File: src/hdl/assert_macros.svh
// ----------------------------------------------------------------------------
// assert_macros.svh
// shared concurrent assertion macros, sampled on clk, quiet during reset
// ----------------------------------------------------------------------------
`ifndef ASSERT_MACROS_SVH
`define ASSERT_MACROS_SVH

// property holds at every clock edge outside reset
`define ASSERT_ALWAYS(label, prop, msg) \
	label: assert property (@(posedge clk) disable iff (!arst_n) (prop)) else $error(msg);

// consequent must hold in the cycle after the antecedent
`define ASSERT_NEXT(label, ante, cons, msg) \
	label: assert property (@(posedge clk) disable iff (!arst_n) (ante) |=> (cons)) \
		else $error(msg);

`endif

File: src/hdl/sm83_pkg.sv
`timescale 1ns / 1ps
// ----------------------------------------------------------------------------
// sm83_pkg
// opcode codes, flag layout and shared helpers for the sm83 alu/flag unit
// ----------------------------------------------------------------------------
package sm83_pkg;

	// flag bit positions inside the 4-bit flag word
	localparam int FLAG_Z = 3;
	localparam int FLAG_N = 2;
	localparam int FLAG_H = 1;
	localparam int FLAG_C = 0;

	// main page opcode masks and codes
	localparam logic [7:0] MASK_R8     = 8'hc7;
	localparam logic [7:0] MASK_R16    = 8'hcf;
	localparam logic [7:0] MASK_CC     = 8'he7;
	localparam logic [7:0] OP_INC_R8   = 8'h04;
	localparam logic [7:0] OP_DEC_R8   = 8'h05;
	localparam logic [7:0] OP_DAA      = 8'h27;
	localparam logic [7:0] OP_RLCA     = 8'h07;
	localparam logic [7:0] OP_RRCA     = 8'h0f;
	localparam logic [7:0] OP_RLA      = 8'h17;
	localparam logic [7:0] OP_RRA      = 8'h1f;
	localparam logic [7:0] OP_CPL      = 8'h2f;
	localparam logic [7:0] OP_SCF      = 8'h37;
	localparam logic [7:0] OP_CCF      = 8'h3f;
	localparam logic [7:0] OP_INC_R16  = 8'h03;
	localparam logic [7:0] OP_DEC_R16  = 8'h0b;
	localparam logic [7:0] OP_ADD_HL   = 8'h09;
	localparam logic [7:0] OP_ADD_SP   = 8'he8;
	localparam logic [7:0] OP_LD_HL_SP = 8'hf8;
	localparam logic [7:0] OP_ALU_LO   = 8'h80;
	localparam logic [7:0] OP_ALU_HI   = 8'hbf;
	localparam logic [7:0] OP_ALU_IMM  = 8'hc6;
	localparam logic [7:0] OP_JR_CC    = 8'h20;
	localparam logic [7:0] OP_RET_CC   = 8'hc0;
	localparam logic [7:0] OP_JP_CC    = 8'hc2;
	localparam logic [7:0] OP_CALL_CC  = 8'hc4;
	localparam logic [7:0] OP_JR       = 8'h18;
	localparam logic [7:0] OP_JP       = 8'hc3;
	localparam logic [7:0] OP_RET      = 8'hc9;
	localparam logic [7:0] OP_CALL     = 8'hcd;

	// daa adjust values and thresholds
	localparam logic [7:0] DAA_LO_ADJ  = 8'h06;
	localparam logic [7:0] DAA_HI_ADJ  = 8'h60;
	localparam logic [7:0] DAA_HI_MAX  = 8'h99;
	localparam logic [3:0] DAA_LO_MAX  = 4'h9;

	typedef enum logic [2:0] {
		ALU_ADD, ALU_ADC, ALU_SUB, ALU_SBC, ALU_AND, ALU_XOR, ALU_OR, ALU_CP
	} alu_sel_t;

	typedef enum logic [2:0] {
		RS_RLC, RS_RRC, RS_RL, RS_RR, RS_SLA, RS_SRA, RS_SWAP, RS_SRL
	} rot_sel_t;

	typedef enum logic [1:0] {
		CB_ROT, CB_BIT, CB_RES, CB_SET
	} cb_grp_t;

	typedef enum logic [1:0] {
		CC_NZ, CC_Z, CC_NC, CC_C
	} cc_sel_t;

	typedef struct packed {
		logic [7:0]  byte_val;
		logic [15:0] word_val;
		logic [3:0]  flags;
		logic        cond;
		logic        unsup;
	} result_t;

	// rotate/shift/swap, returns {carry, value}
	function automatic logic [8:0] rot_shift(input rot_sel_t sel, input logic [7:0] v,
			input logic cin);
		logic [8:0] r;
		begin
			case (sel)
				RS_RLC:  r = {v[7], v[6:0], v[7]};
				RS_RRC:  r = {v[0], v[0], v[7:1]};
				RS_RL:   r = {v[7], v[6:0], cin};
				RS_RR:   r = {v[0], cin, v[7:1]};
				RS_SLA:  r = {v[7], v[6:0], 1'b0};
				RS_SRA:  r = {v[0], v[7], v[7:1]};
				RS_SWAP: r = {1'b0, v[3:0], v[7:4]};
				RS_SRL:  r = {v[0], 1'b0, v[7:1]};
				default: r = {1'b0, v};
			endcase
			return r;
		end
	endfunction

endpackage

File: src/hdl/sm83_alu_flag_unit.sv
`timescale 1ns / 1ps
// the accepted input word goes into the input register, the result is computed from it
// combinationally and then registered in the result register, which drives out_valid
// throughput: one word per cycle, limited only by out_ready backpressure
// the input and result registers let a new word enter while a result is still held
// reset: arst_n clears both stage valid bits asynchronously, payload is not reset
// ----------------------------------------------------------------------------
// sm83_alu_flag_unit
// arithmetic and flag unit of an sm83 cpu core: 8/16-bit results, flags, branch test
// ----------------------------------------------------------------------------
`include "assert_macros.svh"

module sm83_alu_flag_unit (
	input  logic        clk,
	input  logic        arst_n,
	input  logic        in_valid,
	output logic        in_ready,
	input  logic [7:0]  req_type,
	input  logic        cb_page,
	input  logic [7:0]  acc,
	input  logic [3:0]  flags_in,
	input  logic [7:0]  operand,
	input  logic [15:0] wide_a,
	input  logic [15:0] wide_b,
	output logic        out_valid,
	input  logic        out_ready,
	output logic [7:0]  result_byte,
	output logic [15:0] result_word,
	output logic [3:0]  flags_out,
	output logic        cond_met,
	output logic        unsupported
);

	logic        valid_s1;
	logic        valid_s2;
	logic        load_s2;
	logic [7:0]  op_s1;
	logic        cb_s1;
	logic [7:0]  acc_s1;
	logic [3:0]  flags_s1;
	logic [7:0]  opnd_s1;
	logic [15:0] wa_s1;
	logic [15:0] wb_s1;
	sm83_pkg::result_t res;
	sm83_pkg::result_t res_s2;

	assign load_s2  = !valid_s2 || out_ready;
	assign in_ready = !valid_s1 || load_s2;

	always_ff @(posedge clk or negedge arst_n) begin
		if (!arst_n) begin
			valid_s1 <= 1'b0;
			valid_s2 <= 1'b0;
		end else begin
			if (in_ready)
				valid_s1 <= in_valid;
			if (load_s2)
				valid_s2 <= valid_s1;
		end
	end

	always_ff @(posedge clk) begin
		if (in_valid && in_ready) begin
			op_s1    <= req_type;
			cb_s1    <= cb_page;
			acc_s1   <= acc;
			flags_s1 <= flags_in;
			opnd_s1  <= operand;
			wa_s1    <= wide_a;
			wb_s1    <= wide_b;
		end
		if (load_s2 && valid_s1)
			res_s2 <= res;
	end

	always_comb begin
		sm83_pkg::alu_sel_t sel;
		logic        cin;
		logic [8:0]  sum9;
		logic [8:0]  diff9;
		logic [4:0]  nib_add;
		logic        h_sub;
		logic [7:0]  r8;
		logic        n_f;
		logic        h_f;
		logic        c_f;
		logic [8:0]  rs;
		logic [2:0]  bit_y;
		logic [7:0]  daa_off;
		logic        daa_c;
		logic [16:0] sum17;
		logic [12:0] sum13;
		logic [4:0]  sp_nib;
		logic [8:0]  sp_lo;

		sel     = sm83_pkg::alu_sel_t'(op_s1[5:3]);
		cin     = ((sel == sm83_pkg::ALU_ADC) || (sel == sm83_pkg::ALU_SBC)) ?
			flags_s1[sm83_pkg::FLAG_C] : 1'b0;
		sum9    = {1'b0, acc_s1} + {1'b0, opnd_s1} + {8'd0, cin};
		diff9   = {1'b0, acc_s1} - {1'b0, opnd_s1} - {8'd0, cin};
		nib_add = {1'b0, acc_s1[3:0]} + {1'b0, opnd_s1[3:0]} + {4'd0, cin};
		h_sub   = {1'b0, acc_s1[3:0]} < ({1'b0, opnd_s1[3:0]} + {4'd0, cin});
		bit_y   = op_s1[5:3];
		sum17   = {1'b0, wa_s1} + {1'b0, wb_s1};
		sum13   = {1'b0, wa_s1[11:0]} + {1'b0, wb_s1[11:0]};
		sp_nib  = {1'b0, wa_s1[3:0]} + {1'b0, opnd_s1[3:0]};
		sp_lo   = {1'b0, wa_s1[7:0]} + {1'b0, opnd_s1};
		r8      = 8'd0;
		n_f     = 1'b0;
		h_f     = 1'b0;
		c_f     = 1'b0;
		rs      = 9'd0;
		daa_off = 8'd0;
		daa_c   = flags_s1[sm83_pkg::FLAG_C];

		res          = '0;
		res.flags    = flags_s1;

		if (cb_s1) begin
			case (sm83_pkg::cb_grp_t'(op_s1[7:6]))
				sm83_pkg::CB_BIT: begin
					res.byte_val = opnd_s1;
					res.flags    = {~opnd_s1[bit_y], 1'b0, 1'b1, flags_s1[sm83_pkg::FLAG_C]};
				end
				sm83_pkg::CB_RES: res.byte_val = opnd_s1 & ~(8'h01 << bit_y);
				sm83_pkg::CB_SET: res.byte_val = opnd_s1 | (8'h01 << bit_y);
				default: begin
					rs = sm83_pkg::rot_shift(sm83_pkg::rot_sel_t'(bit_y), opnd_s1,
						flags_s1[sm83_pkg::FLAG_C]);
					res.byte_val = rs[7:0];
					res.flags    = {rs[7:0] == 8'd0, 1'b0, 1'b0, rs[8]};
				end
			endcase
		end else if ((op_s1 & sm83_pkg::MASK_R8) == sm83_pkg::OP_INC_R8) begin
			res.byte_val = opnd_s1 + 8'd1;
			res.flags    = {res.byte_val == 8'd0, 1'b0, opnd_s1[3:0] == 4'hf,
				flags_s1[sm83_pkg::FLAG_C]};
		end else if ((op_s1 & sm83_pkg::MASK_R8) == sm83_pkg::OP_DEC_R8) begin
			res.byte_val = opnd_s1 - 8'd1;
			res.flags    = {res.byte_val == 8'd0, 1'b1, opnd_s1[3:0] == 4'h0,
				flags_s1[sm83_pkg::FLAG_C]};
		end else if (op_s1 == sm83_pkg::OP_DAA) begin
			n_f = flags_s1[sm83_pkg::FLAG_N];
			if (flags_s1[sm83_pkg::FLAG_H] || (!n_f && (acc_s1[3:0] > sm83_pkg::DAA_LO_MAX)))
				daa_off = daa_off | sm83_pkg::DAA_LO_ADJ;
			if (daa_c || (!n_f && (acc_s1 > sm83_pkg::DAA_HI_MAX))) begin
				daa_off = daa_off | sm83_pkg::DAA_HI_ADJ;
				daa_c   = 1'b1;
			end
			res.byte_val = n_f ? (acc_s1 - daa_off) : (acc_s1 + daa_off);
			res.flags    = {res.byte_val == 8'd0, n_f, 1'b0, daa_c};
		end else if ((op_s1 == sm83_pkg::OP_RLCA) || (op_s1 == sm83_pkg::OP_RRCA) ||
				(op_s1 == sm83_pkg::OP_RLA) || (op_s1 == sm83_pkg::OP_RRA)) begin
			rs = sm83_pkg::rot_shift(sm83_pkg::rot_sel_t'(bit_y), acc_s1,
				flags_s1[sm83_pkg::FLAG_C]);
			res.byte_val = rs[7:0];
			res.flags    = {3'b000, rs[8]};
		end else if (op_s1 == sm83_pkg::OP_CPL) begin
			res.byte_val = ~acc_s1;
			res.flags    = {flags_s1[sm83_pkg::FLAG_Z], 1'b1, 1'b1, flags_s1[sm83_pkg::FLAG_C]};
		end else if (op_s1 == sm83_pkg::OP_SCF) begin
			res.byte_val = acc_s1;
			res.flags    = {flags_s1[sm83_pkg::FLAG_Z], 3'b001};
		end else if (op_s1 == sm83_pkg::OP_CCF) begin
			res.byte_val = acc_s1;
			res.flags    = {flags_s1[sm83_pkg::FLAG_Z], 2'b00, ~flags_s1[sm83_pkg::FLAG_C]};
		end else if ((op_s1 & sm83_pkg::MASK_R16) == sm83_pkg::OP_INC_R16) begin
			res.word_val = wa_s1 + 16'd1;
		end else if ((op_s1 & sm83_pkg::MASK_R16) == sm83_pkg::OP_DEC_R16) begin
			res.word_val = wa_s1 - 16'd1;
		end else if ((op_s1 & sm83_pkg::MASK_R16) == sm83_pkg::OP_ADD_HL) begin
			res.word_val = sum17[15:0];
			res.flags    = {flags_s1[sm83_pkg::FLAG_Z], 1'b0, sum13[12], sum17[16]};
		end else if ((op_s1 == sm83_pkg::OP_ADD_SP) || (op_s1 == sm83_pkg::OP_LD_HL_SP)) begin
			// signed 8-bit offset, flags come from the low byte add
			res.word_val = wa_s1 + {{8{opnd_s1[7]}}, opnd_s1};
			res.flags    = {2'b00, sp_nib[4], sp_lo[8]};
		end else if (((op_s1 >= sm83_pkg::OP_ALU_LO) && (op_s1 <= sm83_pkg::OP_ALU_HI)) ||
				((op_s1 & sm83_pkg::MASK_R8) == sm83_pkg::OP_ALU_IMM)) begin
			case (sel)
				sm83_pkg::ALU_ADD, sm83_pkg::ALU_ADC: begin
					r8  = sum9[7:0];
					h_f = nib_add[4];
					c_f = sum9[8];
				end
				sm83_pkg::ALU_SUB, sm83_pkg::ALU_SBC, sm83_pkg::ALU_CP: begin
					r8  = diff9[7:0];
					n_f = 1'b1;
					h_f = h_sub;
					c_f = diff9[8];
				end
				sm83_pkg::ALU_AND: begin
					r8  = acc_s1 & opnd_s1;
					h_f = 1'b1;
				end
				sm83_pkg::ALU_XOR: r8 = acc_s1 ^ opnd_s1;
				default:           r8 = acc_s1 | opnd_s1;
			endcase
			res.byte_val = (sel == sm83_pkg::ALU_CP) ? acc_s1 : r8;
			res.flags    = {r8 == 8'd0, n_f, h_f, c_f};
		end else if (((op_s1 & sm83_pkg::MASK_CC) == sm83_pkg::OP_JR_CC) ||
				((op_s1 & sm83_pkg::MASK_CC) == sm83_pkg::OP_RET_CC) ||
				((op_s1 & sm83_pkg::MASK_CC) == sm83_pkg::OP_JP_CC) ||
				((op_s1 & sm83_pkg::MASK_CC) == sm83_pkg::OP_CALL_CC)) begin
			case (sm83_pkg::cc_sel_t'(op_s1[4:3]))
				sm83_pkg::CC_NZ: res.cond = ~flags_s1[sm83_pkg::FLAG_Z];
				sm83_pkg::CC_Z:  res.cond = flags_s1[sm83_pkg::FLAG_Z];
				sm83_pkg::CC_NC: res.cond = ~flags_s1[sm83_pkg::FLAG_C];
				default:         res.cond = flags_s1[sm83_pkg::FLAG_C];
			endcase
		end else if ((op_s1 == sm83_pkg::OP_JR) || (op_s1 == sm83_pkg::OP_JP) ||
				(op_s1 == sm83_pkg::OP_RET) || (op_s1 == sm83_pkg::OP_CALL)) begin
			res.cond = 1'b1;
		end else begin
			res.unsup = 1'b1;
		end
	end

	assign out_valid   = valid_s2;
	assign result_byte = res_s2.byte_val;
	assign result_word = res_s2.word_val;
	assign flags_out   = res_s2.flags;
	assign cond_met    = res_s2.cond;
	assign unsupported = res_s2.unsup;

	`ASSERT_NEXT(a_accept_fills_s1, in_valid && in_ready, valid_s1, "accepted word not held in input stage")
	`ASSERT_NEXT(a_s1_moves_to_s2, valid_s1 && load_s2, out_valid, "input stage word lost before result register")
	`ASSERT_ALWAYS(a_unsup_clean, !(out_valid && unsupported) || (!cond_met && result_byte == 8'd0 && result_word == 16'd0), "unsupported opcode produced a result")

endmodule

File: config.mk
export PLATFORM = sky130hd
export DESIGN_NAME = sm83_alu_flag_unit
export DESIGN_NICKNAME = d
export VERILOG_FILES = /design/src/hdl/sm83_pkg.sv /design/src/hdl/sm83_alu_flag_unit.sv
export VERILOG_INCLUDE_DIRS = /design/src /design/src/hdl
export SDC_FILE = /design/constraint.sdc
export NUM_CORES = 1
export LEC_CHECK = 0
export ABC_AREA = 1
export BUFFER_PORTS_ARGS = -buffer_cell sky130_fd_sc_hd__buf_2
export CAP_MARGIN = 20
export CORE_MARGIN = 4
export CORE_UTILIZATION = 65
export DETAILED_ROUTE_END_ITERATION = 6
export PLACE_DENSITY = 0.91
export SLEW_MARGIN = 10
export SYNTH_ARGS = -nofsm -noshare
export SYNTH_HDL_FRONTEND = slang
export SYNTH_SLANG_ARGS = --single-unit
File: constraint.sdc
create_clock -name clk -period 9.7 [get_ports clk]
set_input_delay 1.94 -clock clk [delete_from_list [all_inputs] [get_ports clk]]
set_output_delay 1.94 -clock clk [all_outputs]
set_load 0.02 [all_outputs]
Word level (Yosys, flattened, before mapping)
Index checks and enable logic that the tools add are counted.
{"block": "totals", "wordCells": 197, "input_bits": 65, "regBits": 93, "output_inout_bits": 32}
{"block": "op_classes", "n_mux": 72, "bitwise_logic": 10, "n_reduce_logical": 39, "addsub": 18, "shift": 1, "eq_ne": 37, "order_cmp": 6}
{"cell": "8-bit two-way mux", "count": 32}
{"cell": "9-bit one-hot mux with 8 select lines", "count": 2}
{"cell": "16-bit two-way mux", "count": 3}
{"cell": "8-bit equality test, second input constant", "count": 5}
{"cell": "8-bit zero test", "count": 5}
{"cell": "4-bit two-way mux", "count": 10}
{"cell": "8-bit by 6-bit equality test with 1-bit output, second input constant", "count": 4}
{"cell": "8-bit one-hot mux with 4 select lines", "count": 1}
{"cell": "8-bit by 5-bit equality test with 1-bit output, second input constant", "count": 3}
{"cell": "8-bit one-hot mux with 3 select lines", "count": 1}
{"cell": "20-bit two-way mux", "count": 1}
{"cell": "8-bit by 8-bit adder with 9-bit output", "count": 2}
{"cell": "6-bit by 4-bit equality test with 1-bit output, second input constant", "count": 3}
{"cell": "6-bit equality test, second input constant", "count": 3}
{"cell": "9-bit two-way mux", "count": 2}
{"cell": "16-bit by 16-bit adder with 17-bit output", "count": 1}
{"cell": "16-bit by 1-bit adder with 16-bit output, second input constant", "count": 1}
{"cell": "16-bit adder", "count": 1}
{"cell": "8-bit AND", "count": 2}
{"cell": "1-bit logical OR", "count": 16}
{"cell": "8-bit NOT", "count": 2}
{"cell": "8-bit bitwise OR", "count": 2}
{"cell": "16-bit by 1-bit subtractor with 16-bit output, second input constant", "count": 1}
{"cell": "14-bit OR reduction", "count": 1}
{"cell": "49 further kinds", "count": 79}

Logic depth before layout (Yosys ltp)
Gate-level depths: netlist of run 1.
{"block": "depth", "ltp_word": 32, "depth_mapped": 28, "depth_no_buf": 27}

Worst setup path after synthesis of run 1
No wires, ideal clock.
{"block": "synth_path", "path_type": "input -> output", "start": "input out_ready", "end": "output in_ready", "setup_slack_ps": 5547, "path_buffers": 0, "arrival_ps": 2213, "cell_stages": 2, "path_cell_list": "inv_1 nand3_1"}
{"block": "synth_between", "elab_chain_len": 2}
{"item": "from (decl)", "line_no": "sm83_alu_flag_unit.sv:26", "source": "input logic out_ready,"}
{"item": "1-bit logical OR", "line_no": "sm83_alu_flag_unit.sv:47", "source": "assign load_s2 = !valid_s2 || out_ready;"}
{"item": "1-bit logical OR", "line_no": "sm83_alu_flag_unit.sv:48", "source": "assign in_ready = !valid_s1 || load_s2;"}
{"item": "to (decl)", "line_no": "sm83_alu_flag_unit.sv:17", "source": "output logic in_ready,"}
Every way passes these cells.

==> summary.md, run 1 <==
| Metric | Value |
|---|---|
| Initial antenna violation count | 0 |
| Gr usage total | a little over a third |
| Post-cts resize count | 0 |
| Worst Path Buf+Inv | 2 |
| Wl on met1 | around 11 mm |
| Final Max Slew Viols | 0 |
| TritonCTS clock tree | yes |
| Avg Cell Area, Syn | between 7 and 8 um2 |
| H-tree depth | 3 |
| 1st-iter DRT viols | roughly 1,400 |
| Largest net degree at the start of global routing | 62 |
| Worst-margin pin slew | around 1200 ps |
| Layout cells sized above 1 | roughly an eighth |
| Worst setup path class | reg2reg |
| Reg2reg start | op_s1[3]$_DFFE_PP_ |
| CP max FO | 19 |
| GRT overflow | 0 |
| Highest metal used | met4 |
| Sequential element share of the synthesized area | 30.6% |
| Nets@finish | around 1,500 |
| Remaining DRCs | 1 |
| Die area | between 15,000 and 20,000 um2 |
| Via density | 6.36 |
| Worst Reg-to-Reg Cells | 20 |
| Leakage | roughly 4.6 nW |
| Syn Inst Count | 1,251 |
| EDFF count, synth | 91 |
| RSZ-0062 raised after global routing | no |
| WL/cell | ~19 um |
| TritonCTS Buffers | 9 |
| Worst-skew pair later-pin latency | around 360 ps |
| Syn-to-layout area delta | 10.2% |
| # clock sinks | 93 |
| Port Buffers | 96 |
| DP HPWL | roughly 22 mm |
| Post-Syn Nets | roughly 1,400 |
| Setup tns final | 0 ps |
| Clock Skew | around 7.4 ps |
| Postcts setup bufs | 0 |
| First-pass GRT wire length | between 40 and 50 mm |
| VDD IR-drop max | between 100 and 150 uV |
| CTS clk-pin slew, worst paths | about 70 ps |
| Row cnt | 42 |
| CP most frequent cell | nand2_1 |
| WP data required | ~9800 ps |
| Crit-path max cell delay | roughly 800 ps |
| Final Hold Fails | 0 |
| Met3 WL | 2.92 mm |
| DIE WIDTH | 126 um |
| Antenna cells | 0 |
| RR Endpoint | result_byte[4]$_DFFE_PP_ |
| Starting Density | 67.6% |
| YS warnings | 0 |
| Total power | about 0.0014 W |
| Critical Path AT | approximately 4600 ps |
| Vias | ~9,700 |
| Ys async rst share | between 2 and 2.5% |
| Core Area | 13,500 um2 |
| Commonest non-fill, non-tap cell in the layout | nand2_1 |
| Final WL | 29.3 mm |
| Reg2reg setup slack | 5240 ps |
| Max-Slew Margin vs Limit | 20.9% |
| Final worst path period share | around 46% |
| Final-layout fill cell count | between 1,000 and 1,500 |
| Top FF cell, synth | edfxtp_1 |
| WHS Path Cells | 2 |
| Synthesized flop and latch total | 93 |
| GPL Wtd Cong | approximately 1.0 |
| Violated checks | design-rule violations |
| CTS root buf | clkbuf_16 |
| Max Fclk | between 0.2 and 0.25 GHz |
| Status | finished, violations left |
| Crit path launch type | register |
| P per Cell Area | 135 nW/um2 |
| Chip height | between 100 and 150 um |
| CP Cell Sequence | nand2_1, nor2_1, inv_1, a21oi_1, fa_1, inv_1, fa_1, o21ai_0, nand2_1, or2_2, nand3_1, nand4_1, nand2_1, o21ai_0, nand2_1, nand3_1, o21ai_0, nand4_1, nor2_1, nor2_1 |
| Synth cell types | 53 |
| WHS Endpoint | out_valid$_DFFE_PN0P_ |
| CP endpoint kind | register |
| Vias in the first global route | slightly above 9,000 |
| Most frequent cells in the layout | 282 x nand2_1, 143 x inv_1, 103 x a21oi_1, 102 x nor2_1, 96 x buf_2 |
| Drt first pass iters | 7 |
| Final Setup Violations | 0 |
| Worst min path class | reg2reg |
| Met2 Wirelength | 13.6 mm |
| Post-layout minimum cycle time | ~4500 ps |
| CP max stage cell | edfxtp_1 |
| I/O pin cnt | 97 |
| Hold-fix buffers at CTS | 0 |
| Max Cap Violations | 0 |
| Cell Area, Synth | 9090 um2 |
| Routed Antenna Nets | 0 |
| Cell family with most CP delay | simple AND/OR/NAND/NOR gates |
| Clock tree buffer depth | 2 |
| Hold path start | out_valid$_DFFE_PN0P_ |
sequential cells by signal, indices dropped and copies added, names as in the netlist, 4 cells and up:
register,flops
result_word,16
wa_s1,16
wb_s1,16
acc_s1,8
op_s1,8
opnd_s1,8
result_byte,8
flags_out,4
flags_s1,4
cell type report:
type / count / area (um2) / share of cell area (%)
Clock buffer: 10 / 229 / 2.29
Clock inverter: 6 / 70.1 / 0.699
Inverter: 169 / 637 / 6.36
Multi-Input combinational cell: 961 / 5530 / 55.2
Sequential cell: 93 / 2780 / 27.8
Tap cell: 176 / 220 / 2.20
Timing Repair Buffer: 103 / 546 / 5.45
worst max path at each step:
stage	startpoint	to	slack [ps]	cells after the start
floorplan	out_ready	in_ready	5550	2
global placement	out_ready	in_ready	5320	4
detailed placement	out_ready	in_ready	5310	4
CTS	out_ready	in_ready	5310	4
global route	op_s1[3]$_DFFE_PP_	flags_out[3]$_DFFE_PP_	4940	21
finish	op_s1[3]$_DFFE_PP_	result_byte[4]$_DFFE_PP_	5240	20
synth_stat cells (2+ instances only):
master     number  area share (%)
o21ai_0        82             4.5
dfrtp_1         2            0.55
nor4_1          5            0.34
o21bai_1        4            0.33
nand2_2         6            0.41
nor3_2          3            0.33
or2_2          11            0.76
o221ai_1        6            0.58
inv_2          17            0.70
a221oi_1        5            0.48
nand2_1       282              12
clkbuf_1        9            0.37
a21oi_1       104             5.7
a41oi_1         4            0.39
o211ai_1       15             1.2
a32oi_1         2            0.19
a211oi_1        6            0.50
nand3_1        89             4.9
xnor2_1         6            0.58
nand4_1        24             1.7
o22ai_1        16             1.1
fa_1            6             1.3
inv_1         144             5.9
buf_6           2            0.25
nand3b_1        6            0.50
xor2_1         27             2.6
ha_1           83              11
or2_0           4            0.28
nor2_2          8            0.55
o2111ai_1       3            0.29
nor2_1        102             4.2
nand3_2         3            0.33
edfxtp_1       91              30
a31oi_1         7            0.48
nor3_1         15            0.83
o21ai_1        10            0.55
buf_4           5            0.41
buf_2          11            0.61
clkinv_1        7            0.29
o31ai_1         4            0.33
a21o_1          3            0.25
metal layers:
layer,up-vias,global-route usage (%)
li1,4476,-
met1,4351,44.5
met2,657,60.8
met3,173,6.94
met4,0,20.8
met5,-,0
through the flow:
stage	std cells	hold WS, ps	worst slack [ps]	util (%)	cell area [um2]
floorplan	1251	447	5550	-	9090
global placement	1501	497	5320	72.1	9700
detailed placement	1501	570	5310	72.1	9700
CTS	1517	585	5310	74.3	10000
global route	1518	628	4940	74.5	10000
finish	1518	580	5240	74.5	10000
cells by family (layout without fill, tap and decap cells):
family / count (synthesis) / after routing / synth area share, %
xor gates and xnor gates: 33 / 33 / 3.18
adders and majority gates: 89 / 89 / 12.7
DFF: 93 / 93 / 30.6
and+or+nand+nor: 560 / 560 / 27.0
buffers and inverters: 197 / 288 / 8.68
AOI/OAI and AO/OA: 279 / 279 / 17.8
worst min-delay path: cells and delay by family, from the launching register on:
| family | cells | cell delay [ps] |
|---|---|---|
| DFF | 1 | 420 |
| and+or+nand+nor | 2 | 120 |
report_power, final:
part / switching [W] / internal, W / leakage (nW)
clock: 0.000163 / 0.000202 / 0.136
sequential: 0.0000434 / 0.000485 / 0.904
combinational: 0.000302 / 0.000155 / 3.58
Power figures use the tool's default switching activity.
==> inputs of run 2 (changes only) <==
--- a/config.mk
+++ b/config.mk
@@ -6,13 +6,13 @@
 export SDC_FILE = /design/constraint.sdc
 export NUM_CORES = 1
 export LEC_CHECK = 0
-export ABC_AREA = 1
+export ABC_AREA = 0
 export BUFFER_PORTS_ARGS = -buffer_cell sky130_fd_sc_hd__buf_2
 export CAP_MARGIN = 20
 export CORE_MARGIN = 4
-export CORE_UTILIZATION = 65
+export CORE_UTILIZATION = 61
 export DETAILED_ROUTE_END_ITERATION = 6
-export PLACE_DENSITY = 0.91
+export PLACE_DENSITY = 0.86
 export SLEW_MARGIN = 10
 export SYNTH_ARGS = -nofsm -noshare
 export SYNTH_HDL_FRONTEND = slang
==> constraint.sdc (replaced) <==
create_clock -name clk -period 4.5 [get_ports clk]
set_input_delay 0.9 -clock clk [delete_from_list [all_inputs] [get_ports clk]]
set_output_delay 0.9 -clock clk [all_outputs]
set_load 0.02 [all_outputs]
==> summary.md, run 2 <==
| Metric | Value |
|---|---|
| Max-Slew Margin vs Limit | 40.3% |
| Drt first pass iters | 7 |
| Met1 Use GR | around half |
| Via density | 6.88 |
| CP Cell Sequence | clkinv_1, ha_1, ha_1, o21ai_0, a211oi_1, xor2_1, a221oi_1, a21oi_1, a221oi_1, o31ai_1 |
| CP max stage cell | edfxtp_1 |
| Leakage | 4.02 nW |
| Dpl cells | 1,285 |
| Cell Area, Synth | approximately 8900 um2 |
| Antenna cells | 0 |
| Top FF cell, synth | edfxtp_1 |
| CTS root buf | clkbuf_16 |
| Final Max Slew Viols | 0 |
| Worst setup path class | reg2reg |
| Worst Path Buf+Inv | 1 |
| Final worst path period share | about four fifths |
| Worst-skew pair later-pin latency | 360 ps |
| Worst-margin pin slew | 896 ps |
| Synthesized flop and latch total | between 90 and 100 |
| Syn-to-layout area delta | 11.4% |
| H-tree depth | 3 |
| Starting Density | around 63% |
| Vias | roughly 8,900 |
| Design Area, Final | approximately 9900 um2 |
| CP max FO | 14 |
| Top cell type's share of synthesized area | a little under a third |
| EDFF count, synth | 91 |
| Syn Inst Count | 1,040 |
| WP data required | 4570 ps |
| Max Cap Violations | 0 |
| Post-Syn Nets | between 1,000 and 1,500 |
| Remaining DRCs | 15 |
| I/O pin cnt | 97 |
| Hold-fix buffers at CTS | 0 |
| Crit path launch type | register |
| DIE WIDTH | between 100 and 150 um |
| Synth area leaders | edfxtp_1 31%, ha_1 12%, nand2_1 4.7%, o21ai_0 4.3%, a21oi_1 4.2% |
| Final-layout fill cell count | ~1,100 |
| Ys async rst share | 2.15% |
| Core Area | between 10,000 and 15,000 um2 |
| Cell family with most CP delay | compound AO/OA/AOI/OAI gates |
| RSZ-0062 raised after global routing | no |
| Layout cells sized above 1 | between 10 and 15% |
| CP endpoint kind | register |
| CTS clk-pin slew, worst paths | 70 ps |
| VDD IR-drop max | roughly 230 uV |
| Busiest grt layer | met2 |
| Post-synth top area cell | edfxtp_1 |
| GR Layer Usage met3 | 10.4% |
| Count leader, synth | nand2_1 |
| Most frequent cells in the layout | 112 x nand2_1, 96 x buf_2, 91 x edfxtp_1, 83 x ha_1 |
| Postcts setup bufs | 0 |
| Status | finished, violations left |
| WL/cell | 22.3 um |
| Critical Path AT | 3760 ps |
| Clock Skew | between 10 and 15 ps |
| Final WL | between 20 and 30 mm |
| Post-layout minimum cycle time | 3690 ps |
| First-pass GRT wire length | 45.0 mm |
| Setup tns final | 0 ps |
| TritonCTS clock tree | yes |
| Worst min path class | in2async |
| Largest net degree at the start of global routing | 83 |
| Die area | ~17,000 um2 |
| Synth cell count leaders | 112 x nand2_1, 91 x edfxtp_1, 83 x ha_1 |
| # clock sinks | 93 |
| Crit-path max cell delay | ~670 ps |
| Nets@finish | ~1,300 |
| Commonest non-fill, non-tap cell in the layout | nand2_1 |
| GPL Wtd Cong | between 1 and 1.5 |
| 1st-iter DRT viols | 1,586 |
| Sequential element share of the synthesized area | between 30% and 40% |
| Clock tree buffer depth | 2 |
| Synth cell types | between 70 and 80 |
| P per Cell Area | 290 nW/um2 |
| Routed Antenna Nets | 0 |
| Max Fclk | roughly 0.27 GHz |
| Final Hold Fails | 0 |
| Post-cts resize count | 0 |
| Vias in the first global route | approximately 8,300 |
| Dpl cell area | ~9600 um2 |
| Final Non-Filler Cells | ~1,300 |
| Row cnt | 43 |
| Met2 Track Usage GR | approximately 51% |
| Initial antenna violation count | 0 |
| TritonCTS Buffers | 9 |
| Port Buffers | 96 |
| Chip height | between 100 and 150 um |
| GRT overflow | 0 |
| DP HPWL | between 20 and 25 mm |
| YS warnings | 0 |
| Final Setup Violations | 0 |
| Avg Cell Area, Syn | approximately 8.6 um2 |
| Gr usage total | between 30% and 40% |
| Violated checks | design-rule violations |
-- run 2: cell types whose count changed after synthesis, moves of 16 or more --
cell / before / now
a21oi_1: 104 / 75
clkbuf_1: 9 / 44
inv_1: 144 / 41
inv_2: 17 / 0
mux2i_1: 0 / 16
nand2_1: 282 / 112
nand3_1: 89 / 37
nand4_1: 24 / 6
nor2_1: 102 / 76
nor3_1: 15 / 37
xnor2_1: 6 / 41
-- run 2: final cells by class --
class                      instances  area (um2)  area share, %
clock buffer                       9         225           2.27
clock inverter                     7         106           1.07
inverter                          42         158           1.59
multi-input combinational        846        5730           57.8
sequential                        93        2780           28.1
tap                              180         225           2.27
timing repair buffer             124         691           6.97
-- run 2: worst reg2reg max path, cell delays in order (launching register included) --
cell and delay, ps:
edfxtp_1 670, clkinv_1 380, ha_1 450, ha_1 350, o21ai_0 130, a211oi_1 370, xor2_1 110, a221oi_1 340
a21oi_1 120, a221oi_1 370, o31ai_1 120
-- run 2: kinds of logic after synthesis --
logic type	synth area share (%)
fa+ha+maj	13.0
xor+xnor	6.89
flops	31.3
mux	2.18
buf+inv	4.36
simple gates	18.7
compound gates	23.6
-- run 2: worst paths after layout --
path | from | endpoint | cells past startpoint | slack (ps)
max in group asynchronous | arst_n | out_valid$_DFFE_PN0P_ | 1 | 4100
worst min register to register | valid_s1$_DFFE_PN0N_ | out_valid$_DFFE_PN0P_ | 1 | 510
min in group clk | valid_s1$_DFFE_PN0N_ | out_valid$_DFFE_PN0P_ | 1 | 510
worst max register to register | opnd_s1[3]$_DFFE_PP_ | result_byte[6]$_DFFE_PP_ | 10 | 810
worst min-delay path | arst_n | valid_s1$_DFFE_PN0N_ | 1 | 310
worst max-delay path | opnd_s1[3]$_DFFE_PP_ | result_byte[6]$_DFFE_PP_ | 10 | 810
-- run 2: stage by stage --
| step | worst slack [ps] | hold WS, ps | total power [W] | utilization (%) |
|---|---|---|---|---|
| final | 814 | 309 | 0.00288 | 70.3 |
| after global routing | 583 | 303 | 0.00300 | 70.3 |
| after CTS | 908 | 308 | 0.00284 | 70.3 |
| after detailed placement | 932 | 516 | 0.00200 | 68.0 |
| after global placement | 1040 | 478 | 0.00198 | 68.0 |
| after floorplan | 918 | 449 | 0.00173 | - |
-- run 2: power by group --
part / total (W) / internal, W / switching (W)
clock network: 0.000857 / 0.000495 / 0.000362
logic: 0.000917 / 0.000353 / 0.000564
registers: 0.00110 / 0.00103 / 0.0000750
-- run 2: metal layers --
metal  routed length (um)  up-vias
li1                     -     4029
met1                11600     4108
met4                 1180        0
met5                    0        -
met3                 4010      116
met2                12200      695
